### src/rtl/llss_pkg.sv
// ---------------------------------------------------------------------------
// llss_pkg
// types and codes used by the slot scheduler, including the word of its count store
// ---------------------------------------------------------------------------
package llss_pkg;

  localparam int CNT_W  = 14;
  localparam int SLOT_W = 4;
  localparam int CFG_W  = 5;
  localparam int CMD_W  = 2;
  localparam int STAT_W = 2;

  localparam logic [CNT_W-1:0] COUNT_MAX = {CNT_W{1'b1}};

  // command codes
  localparam logic [CMD_W-1:0] CMD_TICK   = 2'd0;
  localparam logic [CMD_W-1:0] CMD_ADD    = 2'd1;
  localparam logic [CMD_W-1:0] CMD_REMOVE = 2'd2;

  // status codes
  localparam logic [STAT_W-1:0] ST_OK        = 2'd0;
  localparam logic [STAT_W-1:0] ST_NO_SLOT   = 2'd1;
  localparam logic [STAT_W-1:0] ST_OUT_RANGE = 2'd2;
  localparam logic [STAT_W-1:0] ST_EMPTY     = 2'd3;

  typedef struct packed {
    logic [CMD_W-1:0]  cmd;
    logic [SLOT_W-1:0] slot;
    logic              is_active;
  } in_item_t;

  typedef struct packed {
    logic [SLOT_W-1:0] assigned_slot;
    logic [STAT_W-1:0] status;
    logic              slot_is_current;
    logic [SLOT_W-1:0] current_slot;
    logic [CNT_W-1:0]  total_clients;
  } out_item_t;

  // one word of the per-slot count store
  typedef struct packed {
    logic [CNT_W-1:0] clients;
    logic [CNT_W-1:0] active;
  } slot_cnt_t;

endpackage

### src/rtl/llss_ram.sv
// ---------------------------------------------------------------------------
// llss_ram
// generic single-write, single-read ram with registered read data
// ---------------------------------------------------------------------------
module llss_ram #(
  parameter int WIDTH = 28,
  parameter int DEPTH = 16
) (
  input  logic                                     clk,
  input  logic                                     wr_en,
  input  logic [((DEPTH > 1) ? $clog2(DEPTH) : 1)-1:0] wr_addr,
  input  logic [WIDTH-1:0]                         wr_data,
  input  logic [((DEPTH > 1) ? $clog2(DEPTH) : 1)-1:0] rd_addr,
  output logic [WIDTH-1:0]                         rd_data
);

  logic [WIDTH-1:0] mem [DEPTH];

  always_ff @(posedge clk) begin
    if (wr_en) begin
      mem[wr_addr] <= wr_data;
    end
    rd_data <= mem[rd_addr];
  end

endmodule

### src/rtl/least_loaded_slot_scheduler.sv
// ---------------------------------------------------------------------------
// least_loaded_slot_scheduler
// time-slot load balancer with per-slot client and active-client counts
// ---------------------------------------------------------------------------
// usage
//   in_*  : one command per transfer (tick, add client, remove client)
//   out_* : one result per command, held in an output register
//   cfg_* : write of slot_count; clears every count, the total and the
//           current slot at once through the per-slot valid bits
// steps per command
//   tick, unused command, out-of-range remove : final step, then the output
//   remove : one count store read, one read-modify-write, then the final step
//   add    : a scan reads one slot of the count store per cycle, and the shared
//            compare unit checks each registered read; the chosen slot is
//            then written, or no slot is reported when none is below the limit
//   one command is in work at a time; in_stall is high from acceptance until
//   the result has been moved into the output register, and while a cfg
//   transfer is on offer so that a command never meets a half-done clear
// reset clears the sequencer, the valid bits, the current slot, the total and
// sets slot_count to its default; no clearing pass is needed
// a stalled output holds its result; a finished command waits in its last
// step until the output register is free
// ---------------------------------------------------------------------------
module least_loaded_slot_scheduler #(
  parameter int MAX_SLOTS      = 16,
  parameter int PER_SLOT_LIMIT = 10000
) (
  input  logic                      clk,
  input  logic                      rst_n,
  input  logic                      in_valid,
  output logic                      in_stall,
  input  llss_pkg::in_item_t        in_data,
  output logic                      out_valid,
  input  logic                      out_stall,
  output llss_pkg::out_item_t       out_data,
  input  logic                      cfg_valid,
  output logic                      cfg_ready,
  input  logic [llss_pkg::CFG_W-1:0] cfg_data
);

  import llss_pkg::*;

  localparam int IDX_W  = (MAX_SLOTS > 1) ? $clog2(MAX_SLOTS) : 1;
  localparam int SCAN_W = $clog2(MAX_SLOTS + 1);
  localparam int WORD_W = $bits(slot_cnt_t);
  localparam logic [CFG_W-1:0] RESET_SLOTS =
    (MAX_SLOTS < 16) ? CFG_W'(MAX_SLOTS) : CFG_W'(16);
  localparam logic [CNT_W-1:0] LIMIT = CNT_W'(PER_SLOT_LIMIT);

  // sequencer states
  localparam logic [2:0] S_IDLE   = 3'd0;
  localparam logic [2:0] S_SCAN   = 3'd1;
  localparam logic [2:0] S_ADD_WR = 3'd2;
  localparam logic [2:0] S_RM_CHK = 3'd3;
  localparam logic [2:0] S_DONE   = 3'd4;

  logic [2:0]           state_r, state_nxt;
  logic [CFG_W-1:0]     slot_count_r, slot_count_nxt;
  logic [IDX_W-1:0]     cur_r, cur_nxt;
  logic [CNT_W-1:0]     total_r, total_nxt;
  logic [MAX_SLOTS-1:0] valid_r, valid_nxt;

  // per-command working registers
  logic                 act_r, act_nxt;
  logic                 is_cur_r, is_cur_nxt;
  logic [STAT_W-1:0]    status_r, status_nxt;
  logic [SLOT_W-1:0]    assigned_r, assigned_nxt;
  logic [IDX_W-1:0]     best_r, best_nxt;
  logic [CNT_W-1:0]     best_num_r, best_num_nxt;
  logic [CNT_W-1:0]     best_act_r, best_act_nxt;
  logic                 found_r, found_nxt;
  logic [SCAN_W-1:0]    scan_r, scan_nxt;
  logic                 rd_vld_r, rd_vld_nxt;
  logic [IDX_W-1:0]     rd_idx_r, rd_idx_nxt;

  logic                 out_valid_r, out_valid_nxt;
  out_item_t            out_r, out_nxt;

  // count store ports
  logic                 ram_we;
  logic [IDX_W-1:0]     ram_waddr;
  slot_cnt_t            ram_wdata;
  logic [IDX_W-1:0]     ram_raddr;
  slot_cnt_t            ram_rdata;
  logic [WORD_W-1:0]    ram_rd_raw;

  logic                 in_xfer;
  logic                 cfg_xfer;
  logic                 out_free;
  logic                 scan_issue;
  logic [CNT_W-1:0]     rd_clients;
  logic [CNT_W-1:0]     rd_active;

  llss_ram #(
    .WIDTH (WORD_W),
    .DEPTH (MAX_SLOTS)
  ) u_cnt_ram (
    .clk     (clk),
    .wr_en   (ram_we),
    .wr_addr (ram_waddr),
    .wr_data (ram_wdata),
    .rd_addr (ram_raddr),
    .rd_data (ram_rd_raw)
  );

  assign ram_rdata = slot_cnt_t'(ram_rd_raw);

  // a pending cfg transfer takes the idle cycle before any command
  assign in_stall  = (state_r != S_IDLE) || cfg_valid;
  assign in_xfer   = in_valid && !in_stall;
  assign cfg_ready = (state_r == S_IDLE);
  assign cfg_xfer  = cfg_valid && cfg_ready;
  assign out_free  = !out_valid_r || !out_stall;
  assign out_valid = out_valid_r;
  assign out_data  = out_r;

  // scan issues one read per cycle while slots remain
  assign scan_issue = (state_r == S_SCAN) && (32'(scan_r) < 32'(slot_count_r));
  // a slot never written since the last clear reads as zero
  assign rd_clients = valid_r[rd_idx_r] ? ram_rdata.clients : '0;
  assign rd_active  = valid_r[rd_idx_r] ? ram_rdata.active  : '0;
  assign ram_raddr  = (state_r == S_SCAN) ? scan_r[IDX_W-1:0] : IDX_W'(in_data.slot);

  always_comb begin
    state_nxt      = state_r;
    slot_count_nxt = slot_count_r;
    cur_nxt        = cur_r;
    total_nxt      = total_r;
    valid_nxt      = valid_r;
    act_nxt        = act_r;
    is_cur_nxt     = is_cur_r;
    status_nxt     = status_r;
    assigned_nxt   = assigned_r;
    best_nxt       = best_r;
    best_num_nxt   = best_num_r;
    best_act_nxt   = best_act_r;
    found_nxt      = found_r;
    scan_nxt       = scan_r;
    rd_vld_nxt     = 1'b0;
    rd_idx_nxt     = rd_idx_r;
    out_valid_nxt  = out_valid_r;
    out_nxt        = out_r;
    ram_we         = 1'b0;
    ram_waddr      = best_r;
    ram_wdata      = '{clients: rd_clients, active: rd_active};

    if (out_valid_r && !out_stall) begin
      out_valid_nxt = 1'b0;
    end

    case (state_r)
      S_IDLE: begin
        if (cfg_xfer) begin
          // oversized counts are clamped to the slots that exist
          if (32'(cfg_data) > 32'(MAX_SLOTS)) begin
            slot_count_nxt = CFG_W'(MAX_SLOTS);
          end else begin
            slot_count_nxt = cfg_data;
          end
          valid_nxt = '0;
          cur_nxt   = '0;
          total_nxt = '0;
        end
        if (in_xfer) begin
          act_nxt      = in_data.is_active;
          is_cur_nxt   = (32'(in_data.slot) == 32'(cur_r));
          status_nxt   = ST_OK;
          assigned_nxt = '0;
          best_nxt     = IDX_W'(in_data.slot);
          rd_idx_nxt   = IDX_W'(in_data.slot);
          case (in_data.cmd)
            CMD_TICK: begin
              if (32'(cur_r) + 32'd1 >= 32'(slot_count_r)) begin
                cur_nxt = '0;
              end else begin
                cur_nxt = cur_r + 1'b1;
              end
              state_nxt = S_DONE;
            end
            CMD_ADD: begin
              best_nxt     = '0;
              best_num_nxt = LIMIT;
              best_act_nxt = '0;
              found_nxt    = 1'b0;
              scan_nxt     = '0;
              state_nxt    = S_SCAN;
            end
            CMD_REMOVE: begin
              if (32'(in_data.slot) >= 32'(slot_count_r)) begin
                status_nxt = ST_OUT_RANGE;
                state_nxt  = S_DONE;
              end else begin
                // read issued this cycle, data checked next
                state_nxt = S_RM_CHK;
              end
            end
            default: begin
              state_nxt = S_DONE;
            end
          endcase
        end
      end

      S_SCAN: begin
        if (scan_issue) begin
          scan_nxt   = scan_r + 1'b1;
          rd_vld_nxt = 1'b1;
          rd_idx_nxt = scan_r[IDX_W-1:0];
        end
        // shared compare: strict less keeps the lowest-numbered slot on ties
        if (rd_vld_r && (rd_clients < best_num_r)) begin
          best_nxt     = rd_idx_r;
          best_num_nxt = rd_clients;
          best_act_nxt = rd_active;
          found_nxt    = 1'b1;
        end
        if (!scan_issue && !rd_vld_r) begin
          if (found_r) begin
            state_nxt = S_ADD_WR;
          end else begin
            status_nxt = ST_NO_SLOT;
            state_nxt  = S_DONE;
          end
        end
      end

      S_ADD_WR: begin
        ram_we            = 1'b1;
        ram_wdata.clients = best_num_r + 1'b1;
        ram_wdata.active  = (act_r && (best_act_r < COUNT_MAX)) ?
                            best_act_r + 1'b1 : best_act_r;
        valid_nxt[best_r] = 1'b1;
        assigned_nxt      = SLOT_W'(best_r);
        if (total_r < COUNT_MAX) begin
          total_nxt = total_r + 1'b1;
        end
        state_nxt = S_DONE;
      end

      S_RM_CHK: begin
        if (rd_clients == '0) begin
          status_nxt = ST_EMPTY;
        end else begin
          ram_we            = 1'b1;
          ram_wdata.clients = rd_clients - 1'b1;
          ram_wdata.active  = (act_r && (rd_active != '0)) ?
                              rd_active - 1'b1 : rd_active;
          valid_nxt[best_r] = 1'b1;
          if (total_r != '0) begin
            total_nxt = total_r - 1'b1;
          end
        end
        state_nxt = S_DONE;
      end

      S_DONE: begin
        // wait here while the previous result is still held
        if (out_free) begin
          out_valid_nxt           = 1'b1;
          out_nxt.assigned_slot   = assigned_r;
          out_nxt.status          = status_r;
          out_nxt.slot_is_current = is_cur_r;
          out_nxt.current_slot    = SLOT_W'(cur_r);
          out_nxt.total_clients   = total_r;
          state_nxt               = S_IDLE;
        end
      end

      default: begin
        state_nxt = S_IDLE;
      end
    endcase
  end

  always_ff @(posedge clk) begin
    if (!rst_n) begin
      state_r      <= S_IDLE;
      slot_count_r <= RESET_SLOTS;
      cur_r        <= '0;
      total_r      <= '0;
      valid_r      <= '0;
      rd_vld_r     <= 1'b0;
      out_valid_r  <= 1'b0;
    end else begin
      state_r      <= state_nxt;
      slot_count_r <= slot_count_nxt;
      cur_r        <= cur_nxt;
      total_r      <= total_nxt;
      valid_r      <= valid_nxt;
      rd_vld_r     <= rd_vld_nxt;
      out_valid_r  <= out_valid_nxt;
    end
  end

  // payload and working registers, no reset needed
  always_ff @(posedge clk) begin
    act_r      <= act_nxt;
    is_cur_r   <= is_cur_nxt;
    status_r   <= status_nxt;
    assigned_r <= assigned_nxt;
    best_r     <= best_nxt;
    best_num_r <= best_num_nxt;
    best_act_r <= best_act_nxt;
    found_r    <= found_nxt;
    scan_r     <= scan_nxt;
    rd_idx_r   <= rd_idx_nxt;
    out_r      <= out_nxt;
  end

`ifndef NO_ASSERTIONS
  // current slot stays inside the slots in use
  a_cur_in_range: assert property (@(posedge clk) disable iff (!rst_n)
    (32'(cur_r) < 32'(slot_count_r)) || (cur_r == '0))
    else $error("current slot outside slot_count");

  // the count store is only written by the two update steps
  a_wr_state: assert property (@(posedge clk) disable iff (!rst_n)
    ram_we |-> (state_r == S_ADD_WR) || (state_r == S_RM_CHK))
    else $error("count store written outside an update step");

  // an add only updates a slot that was below the limit
  a_add_limit: assert property (@(posedge clk) disable iff (!rst_n)
    (state_r == S_ADD_WR) |-> (best_num_r < LIMIT) && found_r)
    else $error("add chose a full slot");

  // a new result only comes out of the final step
  a_out_from_done: assert property (@(posedge clk) disable iff (!rst_n)
    $rose(out_valid_r) |-> $past(state_r) == S_DONE)
    else $error("result loaded outside the final step");
`endif

endmodule
### config.mk
export PLATFORM = sky130hd
export DESIGN_NAME = least_loaded_slot_scheduler
export DESIGN_NICKNAME = d
export VERILOG_FILES = /design/src/rtl/llss_pkg.sv /design/src/rtl/llss_ram.sv /design/src/rtl/least_loaded_slot_scheduler.sv
export SDC_FILE = /design/constraint.sdc
export NUM_CORES = 1
export LEC_CHECK = 0
export ABC_AREA = 1
export BUFFER_PORTS_ARGS = -buffer_cell sky130_fd_sc_hd__buf_4
export CORE_UTILIZATION = 30
export DETAILED_ROUTE_END_ITERATION = 12
export RECOVER_POWER = 50
export SYNTH_ARGS = -nofsm -noshare
export SYNTH_HDL_FRONTEND = slang
export SYNTH_HIERARCHICAL = 1
export SYNTH_SLANG_ARGS = --single-unit
### constraint.sdc
create_clock -name clk -period 4.42 [get_ports clk]
set_clock_uncertainty 0.2 [all_clocks]
set_input_delay 0.221 -clock clk [delete_from_list [all_inputs] [get_ports clk]]
set_output_delay 0.221 -clock clk [all_outputs]
set_load 0.01 [all_outputs]
==> impl_metrics.tcl, run 1 <==
set metrics [dict create \
    power.switching_mw 2.83 \
    min_from "cfg_valid" \
    clock_path_buffers 3 \
    cts_tree "yes" \
    antenna_cells 0 \
    clkSinkCount 342 \
    cts-resized-gates 0 \
    leakage_nw 7.96 \
    cts_setup_buffers 0 \
    finalSetupViolCount 0 \
    cts_buffers 37 \
    track_usage_pct 13.5 \
    clkSlewWorstSetupHoldPaths_ns 0.06 \
    violations "max-capacitance violations, max-slew violations" \
    synth_cells 1826 \
    yosysWarnings 6 \
    p_comb_share_pct 21.2 \
    die_w_microns 238 \
    worst-path-max-fanout 25 \
    syn-num-nets 1887 \
    clk_latency_ns 0.53 \
    nets 1913 \
    critPathKind "flop to flop" \
    vias_per_cell 4.59 \
    initial_core_util_pct 30.4 \
    syn-cell-area_sq_um 16700 \
    post-route-util_pct 34.4 \
    io_buffers 43 \
    drt_iter0_markers 881 \
    r2r_end "u_cnt_ram/rd_data[23]" \
    final_common_cell "nand2_1" \
    sw_frac_of_total_pct 30.9 \
    synth.avg_cell_area_sq_um 9.14 \
    worstHoldEndpoint "assigned_r[2]" \
    rr_worst_depth 9 \
    drc 0 \
    startpoint_type "flop" \
    p_per_area_nw_per_um2 485 \
    required_ns 4.63 \
    hold_class "input port to flop" \
    grt_antenna_before_repair 0 \
    gp_congestion 0.864 \
    maxCapViolCount 1 \
    pre_cts_ws_ns 0.711 \
    hold_depth 4 \
    seqPwrFrac_pct 44.0 \
    p_clk_share_pct 34.8 \
    drive_gt1_share_pct 6.11 \
    ir_drop_mv 0.234 \
    vias 12100 \
    ctsHoldBuffers 16 \
    routed_wirelength_mm 38.2 \
    tightest_slew_ns 1.80 \
    firstDrtPassIters 5 \
    h-tree-depth 2 \
    setup_ws_ns 0.506 \
    hold_viol 0 \
    cellInternalPower_mw 6.33 \
    maxSlewHeadroom_pct -21.7 \
    holdWs_ns 0.0666 \
    dpl.hpwl_mm 24.7 \
    io-pin-count 45 \
    rsz0062_at_grt "no" \
    reg2reg_slack_ns 0.51 \
    period_needed_ns 3.91 \
    die_y_microns 238 \
    end_kind "flop" \
    grt_overflow 0 \
    r2r_start "state_r[0]" \
    detail-route-antenna-nets 0 \
    finalCritPeriodShare_pct 88.5 \
    mostFrequentLayoutCells "nand2_1 (491), inv_1 (289), edfxtp_1 (284)" \
    fill_cells 5520 \
    maxSlewViolCount 17 \
    outcome "complete, but fails checks" \
    grt_pass1_wl_mm 61.3 \
    grt_max_degree 114 \
    grt_pass1_vias 11700 \
    coreArea_sq_um 55000 \
    fin_tns_setup_ns 0 \
    wl_per_cell_microns 14.5 \
    area_delta_synth_final_pct 13.3 \
    dieArea_sq_um 56600 \
    fmax_ghz 0.256 \
    cts_root_buf "clkbuf_16" \
    arrival_ns 4.12 \
    row_count 86 \
]
==> power groups by stage <==
| stage | Combinational (mW) | Clock [mW] | Sequential, mW |
|---|---|---|---|
| 3_5_place_dp | 2.02 | 0 | 4.09 |
| 4_1_cts | 2.04 | 3.26 | 4.03 |
| 3_3_place_gp | 1.97 | 0 | 4.09 |
| 5_1_grt | 2.20 | 3.37 | 4.05 |
| 6_report | 1.95 | 3.19 | 4.03 |
| 2_1_floorplan | 1.43 | 0 | 4.07 |
==> final cells by class <==
class	instances	area, sq um	area share, %
Timing Repair Buffer	99	652	3.45
Tap cell	748	936	4.95
Inverter	294	1110	5.86
Clock buffer	44	983	5.20
Sequential cell	342	9690	51.2
Clock inverter	24	277	1.46
Multi-Input combinational cell	1078	5270	27.9
==> critical path, stage by stage (launching register included) <==
cell	delay (ns)
dfxtp_1	0.41
inv_1	0.09
nor3_1	0.34
clkinv_1	0.22
clkbuf_1	0.60
o21ai_0	0.39
clkbuf_1	0.74
inv_2	0.38
nand3_1	0.28
nand2_1	0.12
==> sequential cells by signal, summed over array words and instances, names as in the netlist, 5 cells and up <==
| name | count |
|---|---|
| best_num_r | 14 |
| out_data | 25 |
| scan_r | 5 |
| slot_count_r | 5 |
| total_r | 14 |
| u_cnt_ram/mem | 224 |
| u_cnt_ram/rd_data | 14 |
| valid_r | 16 |
==> how the worst max path moves through the flow <==
stage | to | start | cells after the start
global placement | u_cnt_ram/mem[9][22] | rd_idx_r[0] | 16
finish | u_cnt_ram/rd_data[23] | state_r[0] | 9
CTS | u_cnt_ram/mem[9][21] | rd_idx_r[0] | 16
global route | u_cnt_ram/rd_data[24] | state_r[0] | 9
floorplan | best_num_r[0] | rd_idx_r[0] | 22
detailed placement | u_cnt_ram/mem[9][24] | rd_idx_r[0] | 16
==> layer usage <==
metal | share of wire (%) | track usage (%) | vias up
met5 | 0 | 0 | -
met4 | 2.1 | 3.62 | 0
met3 | 6.3 | 2.52 | 61
met2 | 46 | 22.8 | 322
met1 | 45 | 17.8 | 5696
li1 | - | - | 5991
==> through the flow <==
step	std cells	total power [mW]	instance area [sq um]
final	2629	9.16	18900
after global routing	2629	9.62	18900
after CTS	2629	9.33	19100
after detailed placement	2545	6.11	17700
after global placement	2545	6.06	17700
after floorplan	1826	5.51	16700
Power figures use the tool's default switching activity.
==> run 2, diff against run 1 <==
CELL_PAD_IN_SITES_DETAIL_PLACEMENT = 1   (was not set)
CELL_PAD_IN_SITES_GLOBAL_PLACEMENT = 2   (was not set)
PLACE_DENSITY_LB_ADDON = 0.1   (was not set)
TNS_END_PERCENT = 20   (was not set)
==> run 2 against run 1 <==
Against the previous run: the flow still finishes with violations (max-capacitance violations, max-slew violations); sequential share of layout area is 0.57 points lower; critical path depth up 5; clock power rose by 6%; routed wire length rose by 26%; setup slack gained 0.14 ns; combinational power up 7%; critical endpoint is now u_cnt_ram/mem[7][20]; total power is 3.8% higher; via count increased by 0.69%; flip-flop and latch count stayed put; non-clock buffer count increased by 6; core utilization grew 0.39 points; global-route usage increased by 3.8 points.
==> impl_metrics.tcl, run 2 (synthesized netlist as in run 1, its figures left out) <==
set metrics [dict create \
    worstPathCellList "inv_4 > nand2_1 > nand3_1 > nand3_1 > nand3_1 > nand2_4 > nand2_2 > ha_1 > nand2_1 > inv_1 > nand3_1 > nand3_1 > o221ai_1 > clkbuf_1" \
    coreArea_sq_um 55000 \
    routed_wirelength_mm 47.9 \
    clock_path_buffers 3 \
    seqPwrFrac_pct 42.5 \
    power.switching_mw 3.07 \
    outcome "complete, but fails checks" \
    drt_iter0_markers 491 \
    mostFrequentLayoutCells "nand2_1 (491), inv_1 (289), edfxtp_1 (284)" \
    drc 0 \
    critPathSlowestCell "clkbuf_1" \
    cts_setup_buffers 0 \
    power_mw 9.51 \
    hold_class "input port to flop" \
    wl_per_cell_microns 18.1 \
    maxCapViolCount 1 \
    finalSetupViolCount 0 \
    cts_tree "yes" \
    row_count 86 \
    clkSinkCount 342 \
    ctsHoldBuffers 17 \
    vias 12200 \
    firstDrtPassIters 5 \
    clk_latency_ns 0.58 \
    io-pin-count 45 \
    p_comb_share_pct 21.9 \
    critPathKind "flop to flop" \
    ir_drop_mv 0.235 \
    nets 1926 \
    h-tree-depth 2 \
    fmax_ghz 0.265 \
    gp_congestion 0.765 \
    cts_root_buf "clkbuf_16" \
    maxSlewViolCount 26 \
    cellInternalPower_mw 6.44 \
    leakage_nw 8.05 \
    grt_antenna_before_repair 0 \
    die_w_microns 238 \
    clkSlewWorstSetupHoldPaths_ns 0.05 \
    startpoint_type "flop" \
    largest_register_ff_count 224 \
    antenna_cells 0 \
    rsz0062_at_grt "no" \
    drive_gt1_share_pct 7.47 \
    arrival_ns 3.81 \
    grt_max_degree 113 \
    initial_core_util_pct 30.4 \
    vias_per_cell 4.59 \
    violations "max-capacitance violations, max-slew violations" \
    worst-path-max-fanout 19 \
    final_common_cell "nand2_1" \
    sw_frac_of_total_pct 32.2 \
    hold_viol 0 \
    finalCritPeriodShare_pct 85.4 \
    grt_overflow 0 \
    grt_pass1_wl_mm 75.1 \
    die_y_microns 238 \
    area_delta_synth_final_pct 14.6 \
    track_usage_pct 17.3 \
    dieArea_sq_um 56600 \
    p_clk_share_pct 35.6 \
    maxSlewHeadroom_pct -82.5 \
    io_buffers 43 \
    dpl.hpwl_mm 31.3 \
    required_ns 4.46 \
    fin_tns_setup_ns 0 \
    cts_buffers 44 \
    top_register "u_cnt_ram/mem" \
    period_needed_ns 3.78 \
    grt_pass1_vias 12900 \
    p_per_area_nw_per_um2 497 \
    tightest_slew_ns 2.74 \
    critPathMostFrequentCell "nand3_1" \
    cts-resized-gates 0 \
    detail-route-antenna-nets 0 \
    end_kind "flop" \
    slowest_delay_ns 0.70 \
]
==> run 2: cell count changes in the layout (fill, tap and decap cells not counted), sizes merged, moves of 2 or more <==
| cell | previous run | this run |
|---|---|---|
| buf | 41 | 49 |
| clkbuf | 86 | 100 |
| inv | 295 | 293 |
| clkinv | 17 | 19 |
| bufinv | 5 | 1 |
==> run 2: path summary, 6_finish.rpt <==
path                     endpoint  slack [ns]  cells past startpoint           from
max reg2reg  u_cnt_ram/mem[7][20]        0.64                     14    rd_idx_r[0]
min reg2reg          out_data[22]        0.22                      0  assigned_r[1]
min                      cur_r[0]        0.07                      6     in_data[6]
max          u_cnt_ram/mem[7][20]        0.64                     14    rd_idx_r[0]
==> run 2: critical path, delay by kind of cell, from the launching register on <==
kind	cells	cell delay, ns
adder cells (fa/ha/maj)	1	0.36
AO/OA/AOI/OAI	1	0.24
AND/OR/NAND/NOR	9	1.12
flip-flops	1	0.55
buffers and inverters	3	0.94
==> run 2: layout make-up <==
class | instances | area [sq um]
multi-input combinational | 1078 | 5320
timing repair buffer | 105 | 722
sequential | 342 | 9690
inverter | 294 | 1110
clock buffer | 61 | 1220
clock inverter | 21 | 141
tap | 748 | 936
fill | 6303 | 35900
==> run 2: through the flow <==
step	cell area, sq um	util [%]	instances	hold WS (ns)	setup WS (ns)
3_5_place_dp	17800	32.3	2550	0.217	0.695
3_3_place_gp	17800	32.3	2550	0.202	0.759
6_report	19100	34.8	2649	0.0680	0.644
4_1_cts	19300	35.1	2649	0.0265	0.657
2_1_floorplan	16700	-	1826	0.119	0.952
5_1_grt	19100	34.8	2649	0.111	0.210
==> run 2: power groups by stage <==
stage	sequential [mW]	combinational (mW)	clock (mW)
2_1_floorplan	4.07	1.43	0
3_3_place_gp	4.11	2.16	0
3_5_place_dp	4.11	2.19	0
4_1_cts	4.04	2.22	3.50
5_1_grt	4.06	2.36	3.62
6_report	4.04	2.08	3.38
==> run 2: layer usage <==
layer / GRT usage, % / up-vias / wire length (microns)
li1: - / 6025 / -
met2: 28.8 / 117 / 22500
met5: 0 / - / 0
met1: 23.7 / 5954 / 23300
met3: 2.16 / 57 / 1170
met4: 4.93 / 0 / 983
==> run 3, diff against run 2 <==
CORE_ASPECT_RATIO = 0.5   (was not set)
==> run 3 against run 2 <==
Against the previous run: the flow still finishes with violations (max-capacitance violations, max-slew violations); worst hold slack lost 0.040 ns; fmax is 8.1% lower; die area up 0.10%; sequential power is essentially flat; critical path type unchanged; count of clock-buffer cells in the layout fell by 10; cell area down 1.7%; setup slack lost 0.33 ns; highest routed layer unchanged; critical path depth down 5; non-clock buffer count fell by 5.
==> impl_metrics.tcl, run 3 (synthesized netlist as in run 1, its figures left out) <==
set metrics [dict create \
    r2r_end "u_cnt_ram/rd_data[23]" \
    finalCritPeriodShare_pct 93.0 \
    grt_overflow 0 \
    power_mw 9.12 \
    seqPwrFrac_pct 44.4 \
    end_kind "flop" \
    sw_frac_of_total_pct 33.1 \
    clkSinkCount 342 \
    violations "max-capacitance violations, max-slew violations" \
    dpl.hpwl_mm 33.0 \
    drt_iter0_markers 695 \
    cts_buffers 36 \
    firstDrtPassIters 7 \
    wl_per_cell_microns 19.0 \
    p_clk_share_pct 32.5 \
    rsz0062_at_grt "no" \
    setup_ws_ns 0.309 \
    required_ns 4.59 \
    cts_tree "yes" \
    fmax_ghz 0.243 \
    dp.cells 2542 \
    die_y_microns 169 \
    critPathSlowestCell "clkbuf_1" \
    worst-path-max-fanout 20 \
    cellInternalPower_mw 6.10 \
    grt_pass1_wl_mm 77.7 \
    h-tree-depth 2 \
    initial_core_util_pct 30.7 \
    vias 12400 \
    top_register "u_cnt_ram/mem" \
    critPathKind "flop to flop" \
    rr_worst_depth 9 \
    largest_register_ff_count 224 \
    hold_class "input port to flop" \
    io-pin-count 45 \
    track_usage_pct 17.9 \
    antenna_cells 0 \
    pre_cts_ws_ns 0.572 \
    final_common_cell "nand2_1" \
    arrival_ns 4.28 \
    fin_tns_setup_ns 0 \
    dieArea_sq_um 56600 \
    period_needed_ns 4.11 \
    io_buffers 43 \
    maxSlewHeadroom_pct -90.9 \
    die_w_microns 336 \
    critPathCapture "u_cnt_ram/rd_data[23]" \
    grt_antenna_before_repair 0 \
    hold_viol 0 \
    gp_congestion 0.814 \
    worstPathCellList "inv_1 > nor3_1 > clkinv_1 > clkbuf_1 > o21ai_2 > clkbuf_1 > inv_2 > nand3_1 > nand2_1" \
    coreArea_sq_um 54400 \
    p_comb_share_pct 23.1 \
    routed_wirelength_mm 49.8 \
    fin_cells 2621 \
    drc 0 \
    cts_root_buf "clkbuf_16" \
    clock_path_buffers 3 \
    p_per_area_nw_per_um2 485 \
    finalSetupViolCount 0 \
    clk_latency_ns 0.54 \
    clkSlewWorstSetupHoldPaths_ns 0.06 \
    holdWs_ns 0.0284 \
    maxCapViolCount 1 \
    post-route-util_pct 34.6 \
    nets 1913 \
    ir_drop_mv 0.260 \
    maxSlewViolCount 140 \
    slowest_delay_ns 0.85 \
    tightest_slew_ns 2.86 \
    vias_per_cell 4.71 \
    fin_area_sq_um 18800 \
    detail-route-antenna-nets 0 \
    row_count 60 \
    mostFrequentLayoutCells "nand2_1 (491), inv_1 (289), edfxtp_1 (284)" \
    leakage_nw 7.89 \
    grt_max_degree 114 \
    area_delta_synth_final_pct 12.7 \
    grt_pass1_vias 13200 \
    placed_area_sq_um 17800 \
    drive_gt1_share_pct 6.55 \
    startpoint_type "flop" \
    r2r_start "state_r[0]" \
    critPathMostFrequentCell "clkbuf_1" \
    cp-startpoint "state_r[0]" \
    outcome "complete, but fails checks" \
    reg2reg_slack_ns 0.31 \
    power.switching_mw 3.02 \
]
==> run 3: per-layer routing <==
layer  track usage (%)  routed length [microns]
met1              25.7                    25400
met2              29.1                    22300
met3              2.33                     1350
met4              3.22                      708
met5                 0                        0
==> run 3: cell type report <==
cell class,instances,area (sq um)
inverter,294,1110
tap,744,931
sequential,342,9690
clock buffer,51,967
timing repair buffer,100,658
multi-input combinational,1078,5310
fill,6306,35600
clock inverter,12,139
==> run 3: worst min path at each step <==
stage	from	to	cells after the start
3_5_place_dp	assigned_r[0]	out_data[21]	0
4_1_cts	in_data[2]	best_r[1]	3
3_3_place_gp	assigned_r[2]	out_data[23]	0
2_1_floorplan	rst_n	state_r[2]	2
5_1_grt	in_data[2]	best_r[1]	3
6_report	in_data[2]	best_r[1]	3
==> run 3: power groups by stage <==
| stage | sequential [mW] | combinational, mW | clock (mW) |
|---|---|---|---|
| after global routing | 4.07 | 2.37 | 3.18 |
| after CTS | 4.04 | 2.23 | 3.07 |
| after global placement | 4.10 | 2.16 | 0 |
| after floorplan | 4.07 | 1.43 | 0 |
| final | 4.05 | 2.11 | 2.97 |
| after detailed placement | 4.11 | 2.21 | 0 |
==> run 3: repair_timing <==
item                                   CTS  global route
gates resized for setup                  0             0
buffers inserted                         0             0
hold buffers                            16             0
endpoints found under the hold margin   12             0
==> run 3: worst max-delay path, delay by kind of cell (launching register included) <==
| kind | cells | cell delay (ns) |
|---|---|---|
| DFF | 1 | 0.40 |
| and+or+nand+nor | 3 | 0.73 |
| buffers and inverters | 5 | 2.30 |
| AOI/OAI and AO/OA | 1 | 0.27 |
